--- config.mk ---
export PLATFORM = sky130hd
export DESIGN_NAME = cpc_pre
export DESIGN_NICKNAME = d
export VERILOG_FILES = /design/src/sv/cpc_pkg.sv /design/src/sv/cpc_pre.sv
export SDC_FILE = /design/constraint.sdc
export NUM_CORES = 1
export LEC_CHECK = 0
export ABC_AREA = 1
export BUFFER_PORTS_ARGS = -buffer_cell sky130_fd_sc_hd__buf_2
export CORE_ASPECT_RATIO = 1.4
export CORE_MARGIN = 2
export CORE_UTILIZATION = 30
export CTS_BUF_LIST = sky130_fd_sc_hd__clkbuf_2 sky130_fd_sc_hd__clkbuf_4 sky130_fd_sc_hd__clkbuf_8
export CTS_CLUSTER_SIZE = 10
export DETAILED_ROUTE_END_ITERATION = 6
export HOLD_SLACK_MARGIN = 0.1
export PLACE_DENSITY = 0.48
export SETUP_SLACK_MARGIN = 0.02
export SYNTH_ARGS = -nofsm -noshare
export SYNTH_HDL_FRONTEND = slang
export SYNTH_SLANG_ARGS = --single-unit
--- constraint.sdc ---
create_clock -name clk_i -period 9.5 [get_ports clk_i]
set_input_delay 0.475 -clock clk_i [delete_from_list [all_inputs] [get_ports clk_i]]
set_output_delay 0.475 -clock clk_i [all_outputs]
set_load 0.05 [all_outputs]
--- src/sv/cpc_pkg.sv ---
// Shared types, constants and angle table of the rectangular/polar converter.
package cpc_pkg;

  localparam int ITERATIONS = 16;
  localparam int TABLE_LEN  = 24;
  localparam int NUM_ITER   = (ITERATIONS > TABLE_LEN) ? TABLE_LEN : ITERATIONS;

  localparam int DW        = 36;
  localparam int FRAC_BITS = 16;
  localparam int IN_W      = 16;
  localparam int MAG_W     = 17;

  localparam logic [29:0] GAIN_Q30 = 30'd652032874;

  localparam logic [31:0] ANGLE_STEP [TABLE_LEN] = '{
    32'h20000000, 32'h12E4051E, 32'h09FB385B, 32'h051111D4,
    32'h028B0D43, 32'h0145D7E1, 32'h00A2F61E, 32'h00517C55,
    32'h0028BE53, 32'h00145F2F, 32'h000A2F98, 32'h000517CC,
    32'h00028BE6, 32'h000145F3, 32'h0000A2FA, 32'h0000517D,
    32'h000028BE, 32'h0000145F, 32'h00000A30, 32'h00000518,
    32'h0000028C, 32'h00000146, 32'h000000A3, 32'h00000051
  };

  typedef enum logic {
    MODE_TO_POLAR = 1'b0,
    MODE_TO_CART  = 1'b1
  } mode_e;

  typedef struct packed {
    mode_e                 mode;
    logic                  zero;
    logic signed [DW-1:0]  x;
    logic signed [DW-1:0]  y;
    logic        [31:0]    z;
  } cpc_item_t;

endpackage

--- src/sv/cpc_pre.sv ---
// Input stage: quadrant folding, Q.16 scaling and gain compensation.
module cpc_pre (
  input  logic                   clk_i,
  input  logic                   rst_ni,
  input  logic                   in_valid_i,
  output logic                   in_ready_o,
  input  logic                   mode_i,
  input  logic signed [15:0]     in_first_i,
  input  logic signed [15:0]     in_second_i,
  output logic                   out_valid_o,
  input  logic                   out_ready_i,
  output cpc_pkg::cpc_item_t     out_item_o
);
  import cpc_pkg::*;

  logic signed [IN_W:0]   a_ext, b_ext, a_neg, b_neg, r_val;
  logic        [31:0]     z_in;
  logic                   flip;
  logic signed [47:0]     prod;
  logic signed [47:0]     prod_rnd;
  cpc_item_t              item_d, item_q;
  logic                   valid_q;

  assign a_ext = {in_first_i[IN_W-1], in_first_i};
  assign b_ext = {in_second_i[IN_W-1], in_second_i};
  assign a_neg = -a_ext;
  assign b_neg = -b_ext;

  assign z_in  = {in_second_i, 16'b0};
  assign flip  = z_in[31] ^ z_in[30];
  assign r_val = flip ? a_neg : a_ext;
  assign prod  = r_val * $signed({1'b0, GAIN_Q30});
  assign prod_rnd = (prod + 48'sd8192) >>> 14;

  always_comb begin
    item_d      = '0;
    item_d.mode = mode_e'(mode_i);
    if (mode_i == MODE_TO_POLAR) begin
      item_d.zero = (in_first_i == '0) && (in_second_i == '0);
      if (in_first_i[IN_W-1]) begin
        item_d.x = {{(DW-IN_W-1-FRAC_BITS){a_neg[IN_W]}}, a_neg, {FRAC_BITS{1'b0}}};
        item_d.y = {{(DW-IN_W-1-FRAC_BITS){b_neg[IN_W]}}, b_neg, {FRAC_BITS{1'b0}}};
        item_d.z = 32'h8000_0000;
      end else begin
        item_d.x = {{(DW-IN_W-1-FRAC_BITS){a_ext[IN_W]}}, a_ext, {FRAC_BITS{1'b0}}};
        item_d.y = {{(DW-IN_W-1-FRAC_BITS){b_ext[IN_W]}}, b_ext, {FRAC_BITS{1'b0}}};
        item_d.z = '0;
      end
    end else begin
      item_d.zero = 1'b0;
      item_d.x    = prod_rnd[DW-1:0];
      item_d.y    = '0;
      item_d.z    = {z_in[31] ^ flip, z_in[30:0]};
    end
  end

  assign in_ready_o = ~valid_q | out_ready_i;

  always_ff @(posedge clk_i or negedge rst_ni) begin
    if (!rst_ni) begin
      valid_q <= 1'b0;
    end else if (in_ready_o) begin
      valid_q <= in_valid_i;
    end
  end

  always_ff @(posedge clk_i) begin
    if (in_ready_o && in_valid_i) begin
      item_q <= item_d;
    end
  end

  assign out_valid_o = valid_q;
  assign out_item_o  = item_q;

endmodule

# Word level (Yosys, flattened, before mapping)
# Index checks and enable logic that the tools add are counted.
[classes]
addsub = 3
n_mul = 1
mux = 3
bitwise_logic = 4
n_reduce_logical = 4
[op_table]
columns = ["operator", "count"]
rows = [
  ["$mux W104", 2],
  ["$add A48 B15 Y48 const B", 1],
  ["$mul A17 B30 Y47 const B", 1],
  ["$neg A16 Y17", 2],
  ["$logic_not A16 Y1", 2],
  ["$mux W17", 1],
  ["$logic_and A1 B1 Y1", 2],
  ["$xor A1 B1 Y1", 2],
  ["$not A1 Y1", 1],
  ["$or A1 B1 Y1", 1],
]
[word_totals]
ff_bits = 107
input_bits = 37
out_inout_bits = 108
word_cells = 22

# Logic depth before layout (Yosys ltp)
# Gate-level depths: netlist of run 1.
[logic_depth]
ltp_word = 5
mapped_depth = 50
ltp_nobuf = 50

# Worst setup path before layout of run 1
# Ideal clock, no wire load.
[synth_path]
path_type = "in2reg"
from = "input in_first_i[1]"
to = "register item_q (netlist bit out_item_o[102]) (data pin)"
setup_ns = 0.253
t_arrival_ns = 7.595
required_ns = 9.247
setup_slack_ns = 1.652
path_stages = 46
n_path_buf = 0
cell_sequence = "inv_1 ha_1 nand4_1 nor2_1 inv_1 or2_1 nor2_1 nand3b_1 nor2_1 nand3_1 nor3_2 inv_1 nor2_1 ha_1 nand2_1 inv_1 nor2_1 inv_1 [10 not listed] inv_1 fa_1 inv_1 ha_1 nand2_1 nor2_2 inv_2 nor4_2 nand2_1 nand2_2 xor2_2 nand2_2 nor2_4 inv_1 nor2_2 nand4_1 nand3_1 nand2_1"
[synth_via]
elab_chain_cells = 5
word_cells_on_any_way = 6
cone_classes = "add/sub (2); mul (1); mux (3)"
[synth_lines]
columns = ["element", "line_no", "source"]
rows = [
  ["from (decl)", "cpc_pre.sv:8", "input logic signed [15:0] in_first_i,"],
  ["$neg A16 Y17", "cpc_pre.sv:26", "assign a_neg = -a_ext;"],
  ["$mux W17", "cpc_pre.sv:31", "assign r_val = flip ? a_neg : a_ext;"],
  ["$mul A17 B30 Y47", "cpc_pre.sv:32", "assign prod = r_val * $signed({1'b0, GAIN_Q30});"],
  ["$add A48 B15 Y48", "cpc_pre.sv:33", "assign prod_rnd = (prod + 48'sd8192) >>> 14;"],
  ["$mux W104 (*)", "cpc_pre.sv:38", "if (mode_i == MODE_TO_POLAR) begin"],
  ["to (signal assigned)", "cpc_pre.sv:69", "item_q <= item_d;"],
  ["to (decl)", "cpc_pre.sv:21", "cpc_item_t item_d, item_q;"],
]
# Every way passes the cells marked *; elsewhere a longest branch is shown, timed or not.
# A chain may end at the register's enable or synchronous reset.

==> metrics.txt, run 1 <==
CP max stage delay=0.55 ns; total grt overflow=0; Clk pin slew, worst setup/hold paths=0.08 ns; core area=0.0472 sq mm; clock sink count=70; full die area=0.0497 sq mm; Detailed Place HPWL=44200 um; Hold Crit Class=input port to flop; number of CTS-inserted buffers=9; vias in the first global route=12.6k; CP required=9.62 ns; fin crit share=93.1%; Setup crit end kind=flop; post-synthesis sequential area ratio=14.6%; #FFs+latches synth=70; CTS Buffer Depth=2; num ports=145; EDFF count, synth=69; Final Max Tran Viols=0; CP Launch Type=input port; Async SR Flop Fraction=1.43%; Syn Area/Cell=7.83 sq um; status=complete, no violations; relative slew slack=39.1%; synth-to-layout area growth=10.9%; GRT Overall Usage=20.0%; gpl congestion=0.942; Netlist cell types=52; crit path time final=8.84 ns; initial antenna violation count=2; final hold slack=0.351 ns; first-pass GRT wire length=73800 um; die width=189 um; critical path data arrival time=8.97 ns; category of the most critical setup path=input port to flop; Total Wirelength=49500 um; Least-Margin Pin Slew=0.911 ns; H-tree levels=3; # rows=94; GR Util met1=20.3%; setup bufs post-CTS=0; vias per cell=4.69; Fin Setup TNS=0 ns; unrepaired setup endpoints after global routing=false; Vias=12.2k; drt pass-1 iters=5; DRC Markers=0; clk_skew=0.00944 ns; final setup vio count=0; clock insertion delay at the later pin of the skew report=0.37 ns; Main synth FF type=edfxtp_1; CTS Root Cell=clkbuf_8; first-iteration detailed-routing DRC count=724; crit-path most repeated cell=inv_1; met3 global-route usage=1.23%; post-synthesis cell count=1835; cell area after synthesis=0.0144 sq mm; maxcap violations=0; Yosys warning count=0; initial core utilization=30.5%; share of post-route cells with drive strength above 1=12.0%; PortBufs=112; GR Util met2=38.8%; ANT nets after route=0; CP max stage cell=fa_1; fmax=113 MHz; busiest grt layer=met2; Final Hold Fails=0; Final #Nets=2362; Crit Path Max Fanout=5; die span in y=263 um; WL/cell=19.1 um; largest net degree at the start of global routing=70; CTS tree=done
-- synth_stat cells, types with 21 or more instances --
library cell	n	share of area [%]
a21oi_1	97	3.4
buf_4	37	1.9
edfxtp_1	69	14
fa_1	185	26
ha_1	176	15
inv_1	459	12
nand2_1	311	8.1
nand2_2	21	0.91
nand3_1	82	2.9
nor2_1	140	3.7
nor3_1	26	0.91
o21ai_0	74	2.6
-- stage by stage --
stage                     instance area [sq um]  util (%)  setup slack, ns  cells
after floorplan                           14500         -             1.65   1866
after global placement                    15700      33.3            0.312   2576
after detailed placement                  15700      33.3            0.286   2576
after CTS                                 15900      33.8            0.679   2593
after global routing                      15900      33.8           0.0377   2595
final                                     15900      33.8            0.659   2595
-- per-layer routing --
layer	up-vias	routed length, um
li1	5883	-
met1	5863	17800
met2	336	26900
met3	95	1330
met4	0	3470
met5	-	0
-- area by class of cell --
cell class | instances | area (sq um)
clock buffers | 12 | 159
fillers | 5047 | 31200
clock inverters | 4 | 53.8
repair buffers | 139 | 766
multi-input cells | 1275 | 10300
inverters | 469 | 1760
well taps | 624 | 781
diodes | 2 | 5.00
flip-flops and latches | 70 | 2100
-- worst max-delay path: cells and delay by family --
kind	cells	cell delay, ns
buffers and inverters	9	0.73
XOR/XNOR	1	0.33
AO/OA/AOI/OAI	6	1.06
AND/OR/NAND/NOR	19	2.88
adder cells (fa/ha/maj)	8	3.48
-- logic make-up (layout without fill, tap and decap cells) --
kind of cell | Yosys count | after routing | share of synthesized area, %
AO/OA/AOI/OAI | 210 | 210 | 7.80
buffers and inverters | 521 | 624 | 14.6
adder cells (fa/ha/maj) | 361 | 361 | 41.1
flip-flops | 70 | 70 | 14.6
AND/OR/NAND/NOR | 655 | 655 | 20.7
other | 1 | 34 | 0.0261
XOR/XNOR | 17 | 17 | 1.19
-- state kept, by name, indices dropped and copies added, names as in the netlist --
| name | count |
|---|---|
| out_item_o | 69 |
| out_valid_o | 1 |
-- cell usage in the layout (no fill, tap or decap), types with 3 or more instances in the layout --
cell / netlist / layout
inv_1: 459 / 459
nand2_1: 311 / 311
fa_1: 185 / 185
ha_1: 176 / 176
nor2_1: 140 / 138
buf_2: 3 / 112
a21oi_1: 97 / 95
nand3_1: 82 / 82
o21ai_0: 74 / 70
edfxtp_1: 69 / 69
conb_1: 1 / 32
nor3_1: 26 / 26
buf_4: 37 / 26
nand2_2: 21 / 21
nor2_2: 15 / 16
o21ai_1: 10 / 14
nand4_1: 12 / 12
clkbuf_8: 0 / 11
xor2_1: 9 / 9
a21o_1: 9 / 9
inv_2: 8 / 8
nand3b_1: 8 / 8
nand3_2: 8 / 8
nor2_4: 6 / 7
xnor2_1: 5 / 5
o21a_1: 4 / 4
or2_2: 4 / 4
nor4_2: 4 / 4
nand2_4: 3 / 3
o21bai_1: 3 / 3
xor2_2: 3 / 3
a22oi_1: 3 / 3
-- timing repair --
item                                    in CTS  in global routing
gates resized for setup                      0                  7
hold buffers                                 1                  0
hold endpoints to repair                     1                  0
endpoints found under the setup margin       0                  8
-- path summary, 6_finish.rpt --
| kind | from | to | slack, ns | depth (start not counted) |
|---|---|---|---|---|
| max | in_first_i[0] | out_item_o[89] | 0.66 | 43 |
| min | in_valid_i | out_valid_o | 0.35 | 3 |
| max reg2reg | out_valid_o | out_item_o[68] | 7.80 | 2 |
| min reg2reg | out_valid_o | out_valid_o | 0.60 | 2 |
| max in group asynchronous | rst_ni | out_valid_o | 8.99 | 2 |
| min in group asynchronous | rst_ni | out_valid_o | 0.43 | 2 |
Power of run 1 is not shown: default switching activity piles up to over one toggle a cycle in this logic, so the estimate is an artifact.
==> inputs of run 2 (changes only) <==
- CORE_UTILIZATION: 30 -> 55
- PLACE_DENSITY: 0.48 -> 0.77
==> run 2 against run 1 <==
  * The run now ends with design-rule violations left
  * First-iteration DRC count shrank 8.3%
  * Final cell count shrank 12%
  * Via count is 1.8% higher
  * Worst hold slack improved by 0.020 ns
  * Final area shrank 2.8%
  * Clock skew increased by 0.0047 ns
  * Global-route usage increased by 14 points
  * Register-to-register slack improved by 0.07 ns
  * Worst setup slack got worse by 0.081 ns
  * Maximum frequency down 0.91%
==> metrics.txt, run 2 (synthesis results as in run 1) <==
CTS Root Cell=clkbuf_8; crit path time final=8.92 ns (+0.0811 ns); first-pass GRT wire length=70300 um (-4.7%); most frequent cells in the layout=inv_1, nand2_1, fa_1; CP max stage delay=0.57 ns (+0.02 ns); largest net degree at the start of global routing=70 (unchanged); clock insertion delay at the later pin of the skew report=0.36 ns (about the same); Vias=12.4k (+1.8%); vias per cell=5.42 (+16%); Least-Margin Pin Slew=0.975 ns (+0.0641 ns); ANT nets after route=0 (unchanged); fmax=112 MHz (-0.91%); clock sink count=70 (unchanged); die span in y=195 um (-26%); CP Launch Type=input port; core area=0.0259 sq mm (-45%); most common cell after layout, fill and taps aside=inv_1; initial antenna violation count=0 (-2); failing checks=design-rule violations; gpl congestion=1.02 (+7.8%); drt pass-1 iters=7 (+2); setup bufs post-CTS=0 (unchanged); critical path data arrival time=9.04 ns (+0.07 ns); CP required=9.62 ns (about the same); CTS tree=done; diode count=0 (-2); DRC Markers=1 (+1); # rows=70 (-26%); vias in the first global route=13.1k (+4.1%); max FFs per register=69 (unchanged); category of the most critical setup path=input port to flop; H-tree levels=3 (unchanged); CP max stage cell=fa_1; PortBufs=112 (unchanged); final setup vio count=0 (unchanged); Crit Path Max Fanout=5 (unchanged); Setup crit end kind=flop; initial core utilization=55.4% (+25 points); clk_skew=0.0142 ns (+0.00472 ns); relative slew slack=34.8% (-4.3 points); crit-path most repeated cell=inv_1; status=complete, but fails checks; Hold Crit Class=input port to flop; sequential cell area=0.00210 sq mm (unchanged); num ports=145 (unchanged); full die area=0.0275 sq mm (-45%); maxcap violations=0 (unchanged); Detailed Place HPWL=40200 um (-9.1%); number of CTS-inserted buffers=9 (unchanged); Total Wirelength=45100 um (-8.9%); synth-to-layout area growth=7.81%; unrepaired setup endpoints after global routing=false; share of post-route cells with drive strength above 1=11.5% (-0.47 points); GRT Overall Usage=33.8% (+14 points); Final Max Tran Viols=0 (unchanged); Clk pin slew, worst setup/hold paths=0.08 ns (about the same); Placed Instances=2270 (-12%); fin crit share=93.9% (+0.85 points); first-iteration detailed-routing DRC count=664 (-8.3%); Multi-input gate area=0.0103 sq mm (about the same); die width=141 um (-26%); Final #Nets=2356 (-0.25%); total grt overflow=0 (unchanged); non-filler cells, final=2286 (-12%); Final Hold Fails=0 (unchanged); Fill cells=2390 (-53%); CTS Buffer Depth=2 (unchanged); WL/cell=19.7 um (+3.4%)
## run 2: cell types whose count changed in the layout (fill, tap and decap cells not counted), sizes merged
cell / previous run / this run
clkbuf: 12 / 9
diode: 2 / 0
clkinv: 2 / 4
buf: 138 / 132
## run 2: per-layer routing
metal  track usage [%]  wire length (um)  vias to the layer above
met5                 0                 0                        -
met4              23.7              3870                        0
met3              2.62              1880                      144
met2              63.2             23500                      461
met1              35.4             15800                     5922
li1                  -                 -                     5867
## run 2: critical path, delay by kind of cell
kind,cells,cell delay [ns]
fa+ha+maj,8,3.34
xor+xnor,2,0.46
buf+inv,10,0.80
compound gates,5,1.09
simple gates,19,2.88
## run 2: per-stage QoR
step | hold slack, ns | setup TNS [ns] | setup slack (ns) | cell area (sq um) | util (%)
6_report | 0.371 | 0 | 0.578 | 15500 | 59.8
5_1_grt | 0.386 | 0 | 0.00890 | 15500 | 59.8
4_1_cts | 0.378 | 0 | 0.196 | 15500 | 59.7
3_5_place_dp | 0.251 | -0.826 | -0.165 | 15300 | 59.0
3_3_place_gp | 0.249 | -0.134 | -0.0816 | 15300 | 59.0
2_1_floorplan | 0.179 | 0 | 1.65 | 14500 | -
## run 2: final timing paths
path	startpoint	cells past startpoint	to	slack, ns
max	in_first_i[0]	44	out_item_o[98]	0.58
min	in_valid_i	3	out_valid_o	0.37
max reg2reg	out_valid_o	2	out_item_o[89]	7.87
min reg2reg	out_valid_o	2	out_valid_o	0.60
max in group asynchronous	rst_ni	2	out_valid_o	8.97
min in group asynchronous	rst_ni	2	out_valid_o	0.45
## run 2: cell type report
type                            instances  share of cell area [%]
Multi-Input combinational cell       1275                    66.6
Sequential cell                        70                    13.5
Inverter                              469                    11.4
Timing Repair Buffer                  133                    4.73
Tap cell                              324                    2.62
Clock buffer                            9                   0.799
Clock inverter                          6                   0.396
## run 2: timing repair
action,4_1_cts,5_1_grt
endpoints found under the hold margin,1,0
setup endpoints to repair,0,18
hold buffers,1,0
resized for setup,0,4
Power of run 2 is left out for the same reason.
==> inputs of run 3 (changes only) <==
- RECOVER_POWER: default -> 100
==> run 3 against run 2 <==
  * The flow finishes with violations (design-rule violations, max-capacitance violations, max-slew violations)
  * Non-clock buffer count stayed put
  * Count of clock-buffer cells in the layout unchanged
  * Critical path depth did not move
  * Sequential share of layout area grew 0.14 points
  * Core utilization is 0.59 points lower
  * Critical endpoint unchanged
==> metrics.txt, run 3 (synthesis results as in run 1) <==
status=complete, but fails checks; failing checks=design-rule violations, max-capacitance violations, max-slew violations; final hold slack=0.383 ns (+0.0118 ns); sequential cell area=0.00210 sq mm (unchanged); clk_skew=0.0149 ns (+0.000700 ns); drt pass-1 iters=7 (unchanged); share of post-route cells with drive strength above 1=6.73% (-4.8 points); largest net degree at the start of global routing=70 (unchanged); full die area=0.0275 sq mm (unchanged); unrepaired setup endpoints after global routing=false; CP required=9.61 ns (about the same); fmax=111 MHz (-0.63%); relative slew slack=-140% (-170 points); WP buf/inv=10 (unchanged); Hold Crit Class=input port to flop; Final Max Tran Viols=70 (+70); category of the most critical setup path=input port to flop; # rows=70 (unchanged); H-tree levels=3 (unchanged); clock insertion delay at the later pin of the skew report=0.35 ns (about the same); first-pass GRT wire length=70300 um (unchanged); CP max stage delay=0.57 ns (about the same); WL/cell=19.8 um (+0.20%); non-filler cells, final=2286 (unchanged); CTS tree=done; CP Launch Type=input port; CP max stage cell=fa_1; CTS Buffer Depth=2 (unchanged); Fill cells=2451 (+2.6%); Final Hold Fails=0 (unchanged); Crit Path Max Fanout=5 (unchanged); crit-path most repeated cell=inv_1; Placed Instances=2270 (unchanged); Least-Margin Pin Slew=3.60 ns (+2.62 ns); Vias=12.4k (+0.23%); diode count=0 (unchanged); initial antenna violation count=0 (unchanged); synth-to-layout area growth=6.74%; GRT Overall Usage=33.8% (unchanged); number of CTS-inserted buffers=9 (unchanged); fin crit share=94.5% (+0.59 points); core area=0.0259 sq mm (unchanged); Multi-input gate area=0.0103 sq mm (-0.46%); gpl congestion=1.02 (unchanged); most frequent cells in the layout=inv_1, nand2_1, fa_1; maxcap violations=1 (+1); total grt overflow=0 (unchanged); crit path time final=8.98 ns (+0.0565 ns); initial core utilization=55.4% (unchanged); ANT nets after route=0 (unchanged); Setup crit end kind=flop; Clk pin slew, worst setup/hold paths=0.08 ns (about the same); Final #Nets=2356 (unchanged); num ports=145 (unchanged); PortBufs=112 (unchanged); Top delay family on crit path=adder cells; max FFs per register=69 (unchanged); final setup vio count=0 (unchanged); vias per cell=5.43 (+0.23%); most common cell after layout, fill and taps aside=inv_1; critical path data arrival time=9.09 ns (+0.05 ns); DRC Markers=1 (unchanged); CTS Root Cell=clkbuf_8; first-iteration detailed-routing DRC count=676 (+1.8%); clock sink count=70 (unchanged); Total Wirelength=45200 um (+0.20%); Detailed Place HPWL=40200 um (unchanged); vias in the first global route=13.1k (unchanged); die span in y=195 um (unchanged); die width=141 um (unchanged)
-- run 3: worst paths after layout --
check / startpoint / depth (start not counted) / slack [ns] / to
worst max-delay path: in_first_i[0] / 44 / 0.52 / out_item_o[98]
max in group asynchronous: rst_ni / 2 / 8.96 / out_valid_o
worst min register to register: out_valid_o / 2 / 0.61 / out_valid_o
worst max register to register: out_valid_o / 2 / 5.90 / out_item_o[27]
worst min-delay path: in_valid_i / 3 / 0.38 / out_valid_o
min in group asynchronous: rst_ni / 2 / 0.46 / out_valid_o
-- run 3: per-stage QoR --
step           instance area (sq um)  utilization [%]  TNS, ns  worst slack [ns]
6_report                       15300             59.2        0             0.521
5_1_grt                        15300             59.2        0           0.00359
4_1_cts                        15500             59.7        0             0.196
3_5_place_dp                   15300             59.0   -0.826            -0.165
3_3_place_gp                   15300             59.0   -0.134           -0.0816
2_1_floorplan                  14500                -        0              1.65
-- run 3: per-layer routing --
metal	global-route usage, %	vias to the layer above	part of all wire [%]	wire length [um]
met4	23.7	0	8.5	3840
met1	35.4	5941	35	15700
met2	63.2	467	52	23600
met3	2.62	148	4.5	2030
met5	0	-	0	0
li1	-	5866	-	-
-- run 3: timing repair --
| item | CTS | global route |
|---|---|---|
| setup endpoints to repair | 0 | 18 |
| buffers inserted | 0 | 0 |
| hold endpoints to repair | 1 | 0 |
| hold buffers | 1 | 0 |
| resized for setup | 0 | 4 |
-- run 3: worst reg2reg max path, cell delays in order, from the launching register on --
cell      delay (ns)
dfrtp_1         0.42
a21oi_4         0.15
clkbuf_1        2.53
-- run 3: final cells by class --
class                           count  share of cell area [%]
Sequential cell                    70                    13.7
Multi-Input combinational cell   1275                    66.9
Timing Repair Buffer              133                    4.09
Clock inverter                      6                   0.400
Inverter                          469                    11.5
Clock buffer                        9                   0.807
Tap cell                          324                    2.64
Power of run 3 is left out for the same reason.
