File: src/sv/cpc_pkg.sv
// Shared types, constants and angle table of the rectangular/polar converter.
package cpc_pkg;

  localparam int ITERATIONS = 16;
  localparam int TABLE_LEN  = 24;
  localparam int NUM_ITER   = (ITERATIONS > TABLE_LEN) ? TABLE_LEN : ITERATIONS;

  localparam int DW        = 36;
  localparam int FRAC_BITS = 16;
  localparam int IN_W      = 16;
  localparam int MAG_W     = 17;

  localparam logic [29:0] GAIN_Q30 = 30'd652032874;

  localparam logic [31:0] ANGLE_STEP [TABLE_LEN] = '{
    32'h20000000, 32'h12E4051E, 32'h09FB385B, 32'h051111D4,
    32'h028B0D43, 32'h0145D7E1, 32'h00A2F61E, 32'h00517C55,
    32'h0028BE53, 32'h00145F2F, 32'h000A2F98, 32'h000517CC,
    32'h00028BE6, 32'h000145F3, 32'h0000A2FA, 32'h0000517D,
    32'h000028BE, 32'h0000145F, 32'h00000A30, 32'h00000518,
    32'h0000028C, 32'h00000146, 32'h000000A3, 32'h00000051
  };

  typedef enum logic {
    MODE_TO_POLAR = 1'b0,
    MODE_TO_CART  = 1'b1
  } mode_e;

  typedef struct packed {
    mode_e                 mode;
    logic                  zero;
    logic signed [DW-1:0]  x;
    logic signed [DW-1:0]  y;
    logic        [31:0]    z;
  } cpc_item_t;

endpackage

File: src/sv/cpc_post.sv
// Output stages: gain scaling of the magnitude, rounding and saturation.
module cpc_post (
  input  logic                     clk_i,
  input  logic                     rst_ni,
  input  logic                     in_valid_i,
  output logic                     in_ready_o,
  input  cpc_pkg::cpc_item_t       in_item_i,
  output logic                     out_valid_o,
  input  logic                     out_ready_i,
  output logic signed [16:0]       out_first_o,
  output logic signed [15:0]       out_second_o
);
  import cpc_pkg::*;

  localparam int RW = DW - FRAC_BITS;

  typedef struct packed {
    mode_e                 mode;
    logic                  zero;
    logic        [47:0]    pp_lo;
    logic signed [47:0]    pp_hi;
    logic signed [RW-1:0]  rx;
    logic signed [RW-1:0]  ry;
    logic        [15:0]    ang;
  } cpc_part_t;

  function automatic logic signed [15:0] sat16(input logic signed [RW-1:0] v);
    logic signed [15:0] res;
    if (v > RW'(32767)) begin
      res = 16'sh7FFF;
    end else if (v < -RW'(32768)) begin
      res = 16'sh8000;
    end else begin
      res = v[15:0];
    end
    return res;
  endfunction

  logic signed [DW-1:0]  cx, cy;
  logic signed [DW-1:0]  cx_rnd, cy_rnd;
  logic        [31:0]    z_rnd;
  cpc_part_t             part_d, part_q;
  logic                  v1_q, v2_q, rdy1;
  logic signed [67:0]    mag_sum;
  logic signed [15:0]    sx, sy;
  logic signed [16:0]    first_d, first_q;
  logic signed [15:0]    second_d, second_q;

  assign cx     = in_item_i.x;
  assign cy     = in_item_i.y;
  assign cx_rnd = (cx + DW'(32768)) >>> FRAC_BITS;
  assign cy_rnd = (cy + DW'(32768)) >>> FRAC_BITS;
  assign z_rnd  = in_item_i.z + 32'h0000_8000;

  always_comb begin
    part_d.mode  = in_item_i.mode;
    part_d.zero  = in_item_i.zero;
    part_d.pp_lo = cx[17:0] * GAIN_Q30;
    part_d.pp_hi = $signed(cx[DW-1:18]) * $signed({1'b0, GAIN_Q30});
    part_d.rx    = cx_rnd[RW-1:0];
    part_d.ry    = cy_rnd[RW-1:0];
    part_d.ang   = z_rnd[31:16];
  end

  assign mag_sum = {{2{part_q.pp_hi[47]}}, part_q.pp_hi, 18'b0}
                 + {20'b0, part_q.pp_lo} + (68'sd1 <<< 45);
  assign sx = sat16(part_q.rx);
  assign sy = sat16(part_q.ry);

  always_comb begin
    if (part_q.mode == MODE_TO_CART) begin
      first_d  = {sx[15], sx};
      second_d = sy;
    end else if (part_q.zero) begin
      first_d  = '0;
      second_d = '0;
    end else begin
      first_d  = mag_sum[62:46];
      second_d = part_q.ang;
    end
  end

  assign rdy1       = ~v2_q | out_ready_i;
  assign in_ready_o = ~v1_q | rdy1;

  always_ff @(posedge clk_i or negedge rst_ni) begin
    if (!rst_ni) begin
      v1_q <= 1'b0;
      v2_q <= 1'b0;
    end else begin
      if (in_ready_o) begin
        v1_q <= in_valid_i;
      end
      if (rdy1) begin
        v2_q <= v1_q;
      end
    end
  end

  always_ff @(posedge clk_i) begin
    if (in_ready_o && in_valid_i) begin
      part_q <= part_d;
    end
    if (rdy1 && v1_q) begin
      first_q  <= first_d;
      second_q <= second_d;
    end
  end

  assign out_valid_o  = v2_q;
  assign out_first_o  = first_q;
  assign out_second_o = second_q;

endmodule

File: config.mk
export PLATFORM = sky130hd
export DESIGN_NAME = cpc_post
export DESIGN_NICKNAME = d
export VERILOG_FILES = /design/src/sv/cpc_pkg.sv /design/src/sv/cpc_post.sv
export SDC_FILE = /design/constraint.sdc
export NUM_CORES = 1
export LEC_CHECK = 0
export CORE_AREA = 2 2 436 222
export CTS_CLUSTER_SIZE = 30
export DETAILED_ROUTE_END_ITERATION = 10
export DIE_AREA = 0 0 438 224
export DONT_BUFFER_PORTS = 1
export MAX_ROUTING_LAYER = met4
export PLACE_DENSITY = 0.44
export SLEW_MARGIN = 25
export SYNTH_ARGS = -nofsm -noshare
export SYNTH_HDL_FRONTEND = slang
export SYNTH_SLANG_ARGS = --single-unit
export TNS_END_PERCENT = 10
File: constraint.sdc
create_clock -name clk_i -period 7.64 [get_ports clk_i]
set_clock_uncertainty 0.1 [all_clocks]
set_input_delay 0 -clock clk_i [delete_from_list [all_inputs] [get_ports clk_i]]
set_output_delay 0 -clock clk_i [all_outputs]
set_load 0.005 [all_outputs]
Word-level counts from Yosys, hierarchy flattened
Cells that the tools add are included.
{"block": "op_classes", "bitwise": 4, "order_cmp": 4, "mul": 2, "n_reduce_logical": 2, "n_addsub": 5, "muxes": 8}
{"op": "$mux 16", "count": 6}
{"op": "$add 36x17->36 const B", "count": 2}
{"op": "$add 63x47->63 const B", "count": 1}
{"op": "$add 63x49->63", "count": 1}
{"op": "$mul 18x29->47 const B", "count": 1}
{"op": "$mul 18x30->44 const B", "count": 1}
{"op": "$gt 20x16->1 const B", "count": 2}
{"op": "$lt 20x16->1 const B", "count": 2}
{"op": "$mux 17", "count": 2}
{"op": "$add 32x16->32 const B", "count": 1}
{"op": "$logic_and 1x1->1", "count": 2}
{"op": "$not 1->1", "count": 2}
{"op": "$or 1x1->1", "count": 2}
{"block": "totals", "register_bits": 184, "elab_cells": 36, "inputBits": 110, "out_inout_bits": 35}

Longest topological paths before layout
Gate-level depths: netlist of the first run.
{"block": "depth", "ltp_word": 4, "ltp_mapped": 23, "mapped_depth_nobuf": 22}

Least setup slack after synthesis of the first run
Ideal clock, no wire load.
{"block": "synth_timing", "path_kind": "input to register", "startpoint": "input port in_item_i[101] (netlist name)", "endpoint": "register part_q[95] (netlist name), data pin", "arrival_ns": 5.308, "path_slack_ns": 1.973, "path_buffers": 0, "cell_stages": 20, "required_time_ns": 7.280, "setup_ns": 0.260, "cell_sequence": "fa_1 -> inv_1 -> fa_1 -> inv_1 -> fa_1 -> fa_1 -> fa_1 -> inv_1 -> fa_1 -> inv_1 -> ha_1 -> and3_4 -> and2_4 -> a2111oi_4 -> a21oi_2 -> o41ai_4 -> o21ai_2 -> nor2b_4 -> a31oi_1 -> xnor2_1"}
{"item": "from (decl)", "line": "cpc_post.sv:7", "rtl": "input cpc_pkg::cpc_item_t in_item_i,"}
{"item": "to (signal assigned)", "line": "cpc_post.sv:102", "rtl": "part_q <= part_d;"}
{"item": "to (decl)", "line": "cpc_post.sv:42", "rtl": "cpc_part_t part_d, part_q;"}

==> impl_results.md, run 1 <==
* Cells along the critical path: dlygate4sd3_1 -> ha_1 -> fa_1 -> fa_1 -> fa_1 -> fa_1 -> inv_1 -> fa_1 -> inv_1 -> ha_1 -> a21oi_1 -> a21oi_1 -> a211oi_1 -> o21ai_1 -> a211o_1 -> a21oi_1 -> o21ai_1 -> a21oi_1 -> xnor2_1
* Fillers at approximately 9800
* CP Max Fanout at 7
* Initial drt markers at about 1300
* Crit-path leading delay family: adder cells
* Worst setup SP type: input port
* Num ports at 145
* Initial antenna violation count at 3
* Layout cell share with drive strength beyond 1 at under 10%
* Avg Inst Size Synth at around 11 um^2
* Most Used Layer, Global Route: met1
* Core area at around 94000 um^2
* Data required time of the worst path at 7.74 ns
* GR met2 Demand/Resource at about a fifth
* Synth async-reset ratio at between 1 and 1.5%
* Met1 track demand over resource at 28.7%
* Yosys cell types at between 60 and 70
* Sink Count at ~170
* CP bufs+invs at 3
* Grt ovf at 0
* Crit path DAT at 6.87 ns
* Clk_lat worst skew at about 0.46 ns
* Vias in the first global route at roughly 18000
* Minimum clock period at a little under 7 ns
* Most frequent cells in the layout: inv_1, fa_1, ha_1
* Routed vias/inst at 4.54
* Commonest non-fill, non-tap cell in the layout: inv_1
* Rel. slew slack at around 36%
* Total global-route track usage at 17.3%
* Placer Congestion at 0.979
* Routed Antenna Nets at 0
* Hold Buf Count CTS at 100
* # Max-Cap Violations at 0
* Largest net degree at the start of global routing at between 50 and 60
* CP max stage cell: fa_1
* Worst hold path class: input port to flip-flop
* Status: complete, no violations
* Worst-Margin Slew at around 0.95 ns
* Starting Density at a little over a quarter
* Multi-input gate area at 17800 um^2
* Initial DRT Pass Iterations at 5
* Chip width at between 400 and 500 um
* CTS H-tree depth at 4
* Sequential area share after synthesis at between 10% and 20%
* Die ar. at approximately 98000 um^2
* Final Hold Fails at 0
* Yosys warns at 0
* Area Overhead vs Synth at 12.7%
* Hpwl dp at 68.3 mm
* Setup violators final at 0
* Fmax at around 150 MHz
* Max incr delay on CP at 0.77 ns
* Root Buffer Master: clkbuf_16
* DR WL/cell at 21.4 um
* Synthesized cell area at approximately 25000 um^2
* Register bit count reported by yosys at roughly 170
* Post-Synthesis Cells at approximately 2300
* DRT Wirelength at 80.3 mm
* Final Slew Violations at 0
* Post-CTS Setup Inserts at 0
* Clock slew at reported path FFs at around 0.080 ns
* Post-CTS sizing at 0
* Register area at slightly below 5000 um^2
* Setup_tns at 0 ns
* Post-Syn Nets at around 3300
* # port buffers at 0
* Die H at roughly 220 um
* First-pass GRT wire length at about 120 mm
* TritonCTS Buffers at 17
* Vias at around 17000
* CP Class: input port to flip-flop
* Critical path endpoint category: flip-flop
* Ys flop type: edfxtp_1
* Final net count at roughly 3400
* TritonCTS clock tree: yes
* Number of synthesized flops with an enable pin at 164
* CTS max path bufs at 2
* RSZ-0062 raised after global routing: no
* Period utilisation layout at 88.6%
* Drc violations at 0
* Cell mode on critical path: fa_1
* Met3 Usage GRT at under 10%
* FP Rows at 80
-- layer usage --
metal / routed length, um / part of all wire [%]
met5: 0 / 0
met4: 244 / 0.30
met3: 9110 / 11
met2: 26400 / 33
met1: 44500 / 55
-- Yosys cell counts, types with 10 or more instances --
master	count	area, um^2
inv_1	623	2340
fa_1	417	8350
ha_1	389	4870
edfxtp_1	164	4920
nand2_1	94	353
xnor2_1	90	788
a21oi_1	76	380
nor2_1	69	259
o21ai_0	56	280
nand3_1	51	255
a21o_1	43	323
xor2_1	43	377
and3_1	23	144
nand4_1	20	125
o22ai_1	17	106
nor3_1	16	80.1
clkbuf_1	12	45.0
nand2b_1	12	75.1
and2_1	10	62.6
-- cell type report --
type,count,share of cell area [%]
multi-input combinational,1545,62.8
antenna,1,0.00881
tap,1271,5.60
clock buffer,18,1.51
inverter,623,8.23
sequential,166,17.5
clock inverter,14,0.643
timing repair buffer,107,3.71
-- flip-flops by register name, indices dropped and copies added, names as in the netlist --
name and flops:
part_q 131, out_second_o 16, out_first_o 17, v1_q 1
out_valid_o 1
-- cells by family after synthesis --
family | count (synthesis) | synth area share (%)
flops | 166 | 19.7
compound gates | 274 | 7.19
simple gates | 331 | 6.46
fa+ha+maj | 806 | 52.4
buf+inv | 637 | 9.52
mux | 1 | 0.0397
xor+xnor | 133 | 4.62
-- worst register-to-register path, cell delays in order (launching register included) --
cell	delay, ns
edfxtp_1	0.39
ha_1	0.30
ha_1	0.32
a21o_1	0.19
a211oi_1	0.27
o21ai_0	0.18
o211ai_1	0.46
nor3b_1	0.68
nor3_1	0.24
and3_1	0.25
xnor2_1	0.18
o22ai_1	0.11
-- final timing paths --
check,startpoint,slack [ns],endpoint,depth (start not counted)
max,in_item_i[83],0.87,part_q[150]$_DFFE_PP_,19
min reg2reg,v1_q$_DFFE_PN0N_,0.39,out_valid_o$_DFFE_PN0P_,1
min in group asynchronous,rst_ni,0.20,out_valid_o$_DFFE_PN0P_,2
max reg2reg,part_q[128]$_DFFE_PP_,3.72,out_first_o[8]$_DFFE_PP_,11
min,in_item_i[15],0.04,part_q[14]$_DFFE_PP_,3
max in group asynchronous,rst_ni,7.12,v1_q$_DFFE_PN0N_,2
-- per-stage QoR --
stage               util (%)  hold slack, ns  instance area, um^2  setup WS (ns)  cells
floorplan                  -          -0.396                25200           1.97   2348
global placement        28.4          -0.396                26800          0.962   3612
detailed placement      28.4          -0.396                26800           1.05   3612
CTS                     30.1         0.00621                28400          0.879   3744
global route            30.1          0.0523                28400          0.529   3745
finish                  30.1          0.0393                28400          0.869   3745
Power of run 1 is left out: the tool's default activity adds up to more than one toggle a clock period on the data nets, which glitch-free logic cannot reach.
==> run 2: changes to the inputs <==
--- a/config.mk
+++ b/config.mk
@@ -10,8 +10,9 @@
 export DETAILED_ROUTE_END_ITERATION = 10
 export DIE_AREA = 0 0 438 224
 export DONT_BUFFER_PORTS = 1
+export GPL_TIMING_DRIVEN = 0
 export MAX_ROUTING_LAYER = met4
-export PLACE_DENSITY = 0.44
+export PLACE_DENSITY_LB_ADDON = 0.2
 export SLEW_MARGIN = 25
 export SYNTH_ARGS = -nofsm -noshare
 export SYNTH_HDL_FRONTEND = slang
==> impl_results.md, run 2 (synthesis gave the netlist of run 1 again) <==
* First-pass GRT wire length at 121 mm (+0.33%)
* Status: complete, no violations
* Max FFs per register at 131 (unchanged)
* Worst hold path class: input port to flip-flop
* Critical path endpoint category: flip-flop
* Core area at 94300 um^2 (unchanged)
* Initial antenna violation count at 3 (unchanged)
* DRT Wirelength at 80.5 mm (+0.31%)
* Crit path DAT at 6.92 ns (+0.05 ns)
* Num ports at 145 (unchanged)
* TritonCTS Buffers at 17 (unchanged)
* Routed Antenna Nets at 0 (unchanged)
* CP Class: input port to flip-flop
* Total global-route track usage at 17.3% (+0.022 points)
* Drc violations at 0 (unchanged)
* Area Overhead vs Synth at 12.9%
* Data required time of the worst path at 7.77 ns (+0.03 ns)
* CTS H-tree depth at 4 (unchanged)
* Die ar. at 98100 um^2 (unchanged)
* Reg with most FFs: part_q
* Vias in the first global route at 18100 (+0.89%)
* CTS max path bufs at 2 (unchanged)
* Clock slew at reported path FFs at 0.08 ns (about the same)
* Sink Count at 166 (unchanged)
* Largest net degree at the start of global routing at 51 (-1.9%)
* Fmax at 147 MHz (-0.28%)
* Worst-Margin Slew at 0.891 ns (-0.0624 ns)
* FP Rows at 80 (unchanged)
* Rel. slew slack at 40.5% (+4.3 points)
* Placer Congestion at 0.982 (+0.30%)
* Multi-input gate area at 17800 um^2 (about the same)
* Worst setup SP type: input port
* Routed vias/inst at 4.54 (about the same)
* Layout cell share with drive strength beyond 1 at 2.46% (-0.086 points)
* Most frequent cells in the layout: inv_1, fa_1, ha_1
* Vias at 17000 (+0.041%)
* # Max-Cap Violations at 0 (unchanged)
* Initial drt markers at 1371 (+2.5%)
* Commonest non-fill, non-tap cell in the layout: inv_1
* Chip width at 438 um (unchanged)
* Final Hold Fails at 0 (unchanged)
* Period utilisation layout at 88.9% (+0.24 points)
* DR WL/cell at 21.5 um (+0.18%)
* Clk_lat worst skew at 0.46 ns (about the same)
* Hold Slack at 0.0330 ns (-0.00629 ns)
* Root Buffer Master: clkbuf_16
* Hpwl dp at 69.1 mm (+1.2%)
* Minimum clock period at 6.79 ns (+0.0187 ns)
* Die H at 224 um (unchanged)
* TritonCTS clock tree: yes
* # port buffers at 0 (unchanged)
* Core Util, Final at 30.2% (+0.046 points)
* Fillers at 9819 (+0.63%)
* Register area at 4970 um^2 (unchanged)
* RSZ-0062 raised after global routing: no
* Final net count at 3381 (+0.15%)
* Setup_tns at 0 ns (unchanged)
* Initial DRT Pass Iterations at 5 (unchanged)
* CP Max Fanout at 7 (unchanged)
* Starting Density at 26.7% (unchanged)
* Final Slew Violations at 0 (unchanged)
* Grt ovf at 0 (unchanged)
* Setup violators final at 0 (unchanged)
run 2: cell types whose count changed in the layout (fill, tap and decap cells not counted), sizes merged:
cell | previous run | this run
clkbuf | 18 | 29
buf | 7 | 5
dlygate4sd3 | 100 | 95
clkinvlp | 0 | 2
bufinv | 2 | 1
run 2: final timing paths:
path	start	end	slack, ns	cells after the start
min reg2reg	v1_q$_DFFE_PN0N_	out_valid_o$_DFFE_PN0P_	0.40	1
min	in_item_i[93]	part_q[45]$_DFFE_PP_	0.03	2
max in group asynchronous	rst_ni	out_valid_o$_DFFE_PN0P_	7.12	2
max reg2reg	part_q[62]$_DFFE_PP_	out_first_o[8]$_DFFE_PP_	3.60	11
max	in_item_i[86]	part_q[99]$_DFFE_PP_	0.85	23
min in group asynchronous	rst_ni	v1_q$_DFFE_PN0N_	0.20	2
run 2: layer usage:
layer	routed length [um]	share of wire, %	track usage, %	vias to the layer above
li1	-	-	-	7789
met1	43800	54	27.9	8649
met2	25800	32	18.7	571
met3	10800	13	8.46	12
met4	153	0.19	1.16	0
met5	0	0	-	-
run 2: per-stage QoR:
stage                     setup WS [ns]  cell area [um^2]  std cells
after floorplan                    1.97             25200       2348
after global placement            0.952             26800       3619
after detailed placement          0.940             26900       3622
after CTS                          1.00             28500       3749
after global routing              0.628             28500       3749
final                             0.851             28500       3750
run 2: cell type report:
type | count | area share [%]
buffer | 14 | 0.211
antenna | 1 | 0.00879
clock inverter | 15 | 0.712
timing repair buffer | 98 | 3.61
clock buffer | 17 | 1.49
multi-input combinational | 1545 | 62.7
inverter | 623 | 8.22
tap | 1271 | 5.59
sequential | 166 | 17.5
run 2: timing repair:
action | 4_1_cts | 5_1_grt
hold endpoints to repair | 101 | 0
hold buffers | 95 | 0
setup endpoints to repair | 0 | 0
resized for setup | 0 | 0
setup buffers | 0 | 0
run 2: critical path, stage by stage:
cell and delay, ns:
dlygate4sd3_1 0.96, ha_1 0.39, inv_1 0.14, fa_1 0.56, inv_1 0.05, ha_1 0.32
inv_1 0.07, fa_1 0.50, inv_1 0.05, fa_1 0.47, inv_1 0.06, fa_1 0.81
inv_1 0.09, ha_1 0.42, and3_4 0.20, and2_4 0.16, a2111oi_4 0.35, a21oi_2 0.15
o41ai_4 0.46, o21ai_2 0.13, nor2b_4 0.15, a21oi_1 0.17, xnor2_1 0.22
Power of run 2 is left out for the same reason.
==> run 3: changes to the inputs <==
==> constraint.sdc (replaced) <==
create_clock -name clk_i -period 6.5 [get_ports clk_i]
set_clock_uncertainty 0.1 [all_clocks]
set_input_delay 0 -clock clk_i [delete_from_list [all_inputs] [get_ports clk_i]]
set_output_delay 0 -clock clk_i [all_outputs]
set_load 0.005 [all_outputs]
==> impl_results.md, run 3 (synthesis gave the netlist of run 1 again) <==
* Starting Density at 26.7% (unchanged)
* Period utilisation layout at between 90% and 100%
* Clk_lat worst skew at 0.46 ns (about the same)
* Design area at 28500 um^2 (+0.22%)
* R2R Setup Slk at 2.43 ns (-1.17 ns)
* GR met2 Demand/Resource at 18.6% (-0.12 points)
* Final Slew Violations at 0 (unchanged)
* CTS H-tree depth at 4 (unchanged)
* Grt ovf at 0 (unchanged)
* Hpwl dp at 69.1 mm (unchanged)
* Cells along the critical path: dlygate4sd3_1 -> inv_1 -> fa_1 -> fa_1 -> fa_1 -> inv_1 -> fa_1 -> fa_1 -> inv_1 -> fa_1 -> inv_1 -> ha_1 -> or2_2 -> a2111oi_4 -> a21oi_2 -> o41ai_4 -> o21ai_2 -> nor2b_4 -> a21oi_1 -> xnor2_2
* Most Used Layer, Global Route: met1
* Clock slew at reported path FFs at 0.08 ns (about the same)
* Inst Count DP at 3622 (unchanged)
* Fillers at 9808 (-0.11%)
* DR WL/cell at 21.4 um (-0.39%)
* FP Rows at 80 (unchanged)
* Worst-Margin Slew at 0.988 ns (+0.0965 ns)
* Area Overhead vs Synth at 13.1%
* Largest net degree at the start of global routing at 51 (unchanged)
* CP Class: input port to flip-flop
* Core area at 94300 um^2 (unchanged)
* CP Max Fanout at 5 (-2)
* First-pass GRT wire length at 121 mm (-0.22%)
* Initial antenna violation count at 4 (+1)
* Total global-route track usage at 17.3% (-0.062 points)
* Sink Count at 166 (unchanged)
* Area of placed instances at 26900 um^2 (unchanged)
* Fmax at roughly 160 MHz
* Initial drt markers at 1237 (-9.8%)
* Setup violators final at 0 (unchanged)
* Root Buffer Master: clkbuf_16
* Initial DRT Pass Iterations at 5 (unchanged)
* Die ar. at 98100 um^2 (unchanged)
* TritonCTS clock tree: yes
* # Max-Cap Violations at 0 (unchanged)
* Vias at 17000 (+0.0059%)
* Commonest non-fill, non-tap cell in the layout: inv_1
* TritonCTS Buffers at 17 (unchanged)
* CTS max path bufs at 2 (unchanged)
* Cell Count, Final, Fillers Out at 3754 (+0.11%)
* Reg with most FFs: part_q
* Cell mode on critical path: fa_1
* Placer Congestion at 0.982 (unchanged)
* Max incr delay on CP at 0.73 ns (-0.23 ns)
* Rel. slew slack at 33.7% (-6.8 points)
* Worst hold path class: input port to flip-flop
* CP max stage cell: fa_1
* Worst Slack Setup Final at 0.157 ns (-0.694 ns)
* Drc violations at 0 (unchanged)
* Setup WS pre-CTS at -0.200 ns (-1.14 ns)
* Final net count at 3385 (+0.12%)
* Num ports at 145 (unchanged)
* Minimum clock period at between 6 and 7 ns
* Max FFs per register at 131 (unchanged)
* Status: complete, no violations
* Met1 track demand over resource at 27.9% (-0.042 points)
* Routed vias/inst at 4.53 (-0.10%)
* Layout cell share with drive strength beyond 1 at 2.70% (+0.24 points)
* Worst setup SP type: input port
* Met3 Usage GRT at 8.36% (-0.092 points)
* Data required time of the worst path at 6.58 ns (-1.19 ns)
* RSZ-0062 raised after global routing: no
* Routed Antenna Nets at 0 (unchanged)
* Critical path endpoint category: flip-flop
* Crit path DAT at 6.42 ns (-0.50 ns)
* Final Hold Fails at 0 (unchanged)
* DRT Wirelength at 80.3 mm (-0.28%)
* # port buffers at 0 (unchanged)
* Vias in the first global route at 18100 (-0.017%)
* Most frequent cells in the layout: inv_1, fa_1, ha_1
* Die H at 224 um (unchanged)
* Chip width at 438 um (unchanged)
## run 3: final cells by class
type | instances | area [um^2] | share of cell area (%)
repair buffers | 102 | 1060 | 3.73
clock inverters | 15 | 203 | 0.711
clock buffers | 17 | 425 | 1.49
multi-input cells | 1545 | 17900 | 62.6
diodes | 1 | 2.50 | 0.00877
inverters | 623 | 2340 | 8.20
flip-flops and latches | 166 | 4970 | 17.4
plain buffers | 14 | 60.1 | 0.211
well taps | 1271 | 1590 | 5.58
## run 3: path summary, 6_finish.rpt
path                                       from                        to  cells after the start
setup / recovery                  in_item_i[98]      part_q[99]$_DFFE_PP_                     20
hold / removal                    in_item_i[85]      part_q[39]$_DFFE_PP_                      2
setup reg to reg           part_q[62]$_DFFE_PP_  out_first_o[8]$_DFFE_PP_                     11
hold reg to reg                v1_q$_DFFE_PN0N_   out_valid_o$_DFFE_PN0P_                      1
max in group asynchronous                rst_ni   out_valid_o$_DFFE_PN0P_                      2
min in group asynchronous                rst_ni          v1_q$_DFFE_PN0N_                      2
## run 3: through the flow
step | utilization (%) | TNS [ns] | hold slack, ns
2_1_floorplan | - | 0 | -0.396
3_3_place_gp | 28.4 | -0.937 | -0.396
3_5_place_dp | 28.5 | -0.710 | -0.396
4_1_cts | 30.2 | 0 | 0.0166
5_1_grt | 30.2 | 0 | 0.0450
6_report | 30.2 | 0 | 0.0406
## run 3: what timing repair did
| action | 4_1_cts | 5_1_grt |
|---|---|---|
| endpoints found under the hold margin | 101 | 0 |
| hold buffers | 97 | 0 |
| setup buffers | 0 | 2 |
| gates resized for setup | 0 | 6 |
| setup endpoints to repair | 0 | 10 |
## run 3: critical path: cells and delay by family
family / cells / cell delay (ns)
fa+ha+maj: 7 / 3.67
compound gates: 5 / 1.19
buf+inv: 5 / 0.94
simple gates: 2 / 0.48
xor+xnor: 1 / 0.14
## run 3: routing by layer
layer | share of wire [%] | vias to the layer above
li1 | - | 7796
met1 | 54 | 8646
met2 | 32 | 562
met3 | 13 | 18
met4 | 0.27 | 0
met5 | 0 | -
Power of run 3 is left out for the same reason.
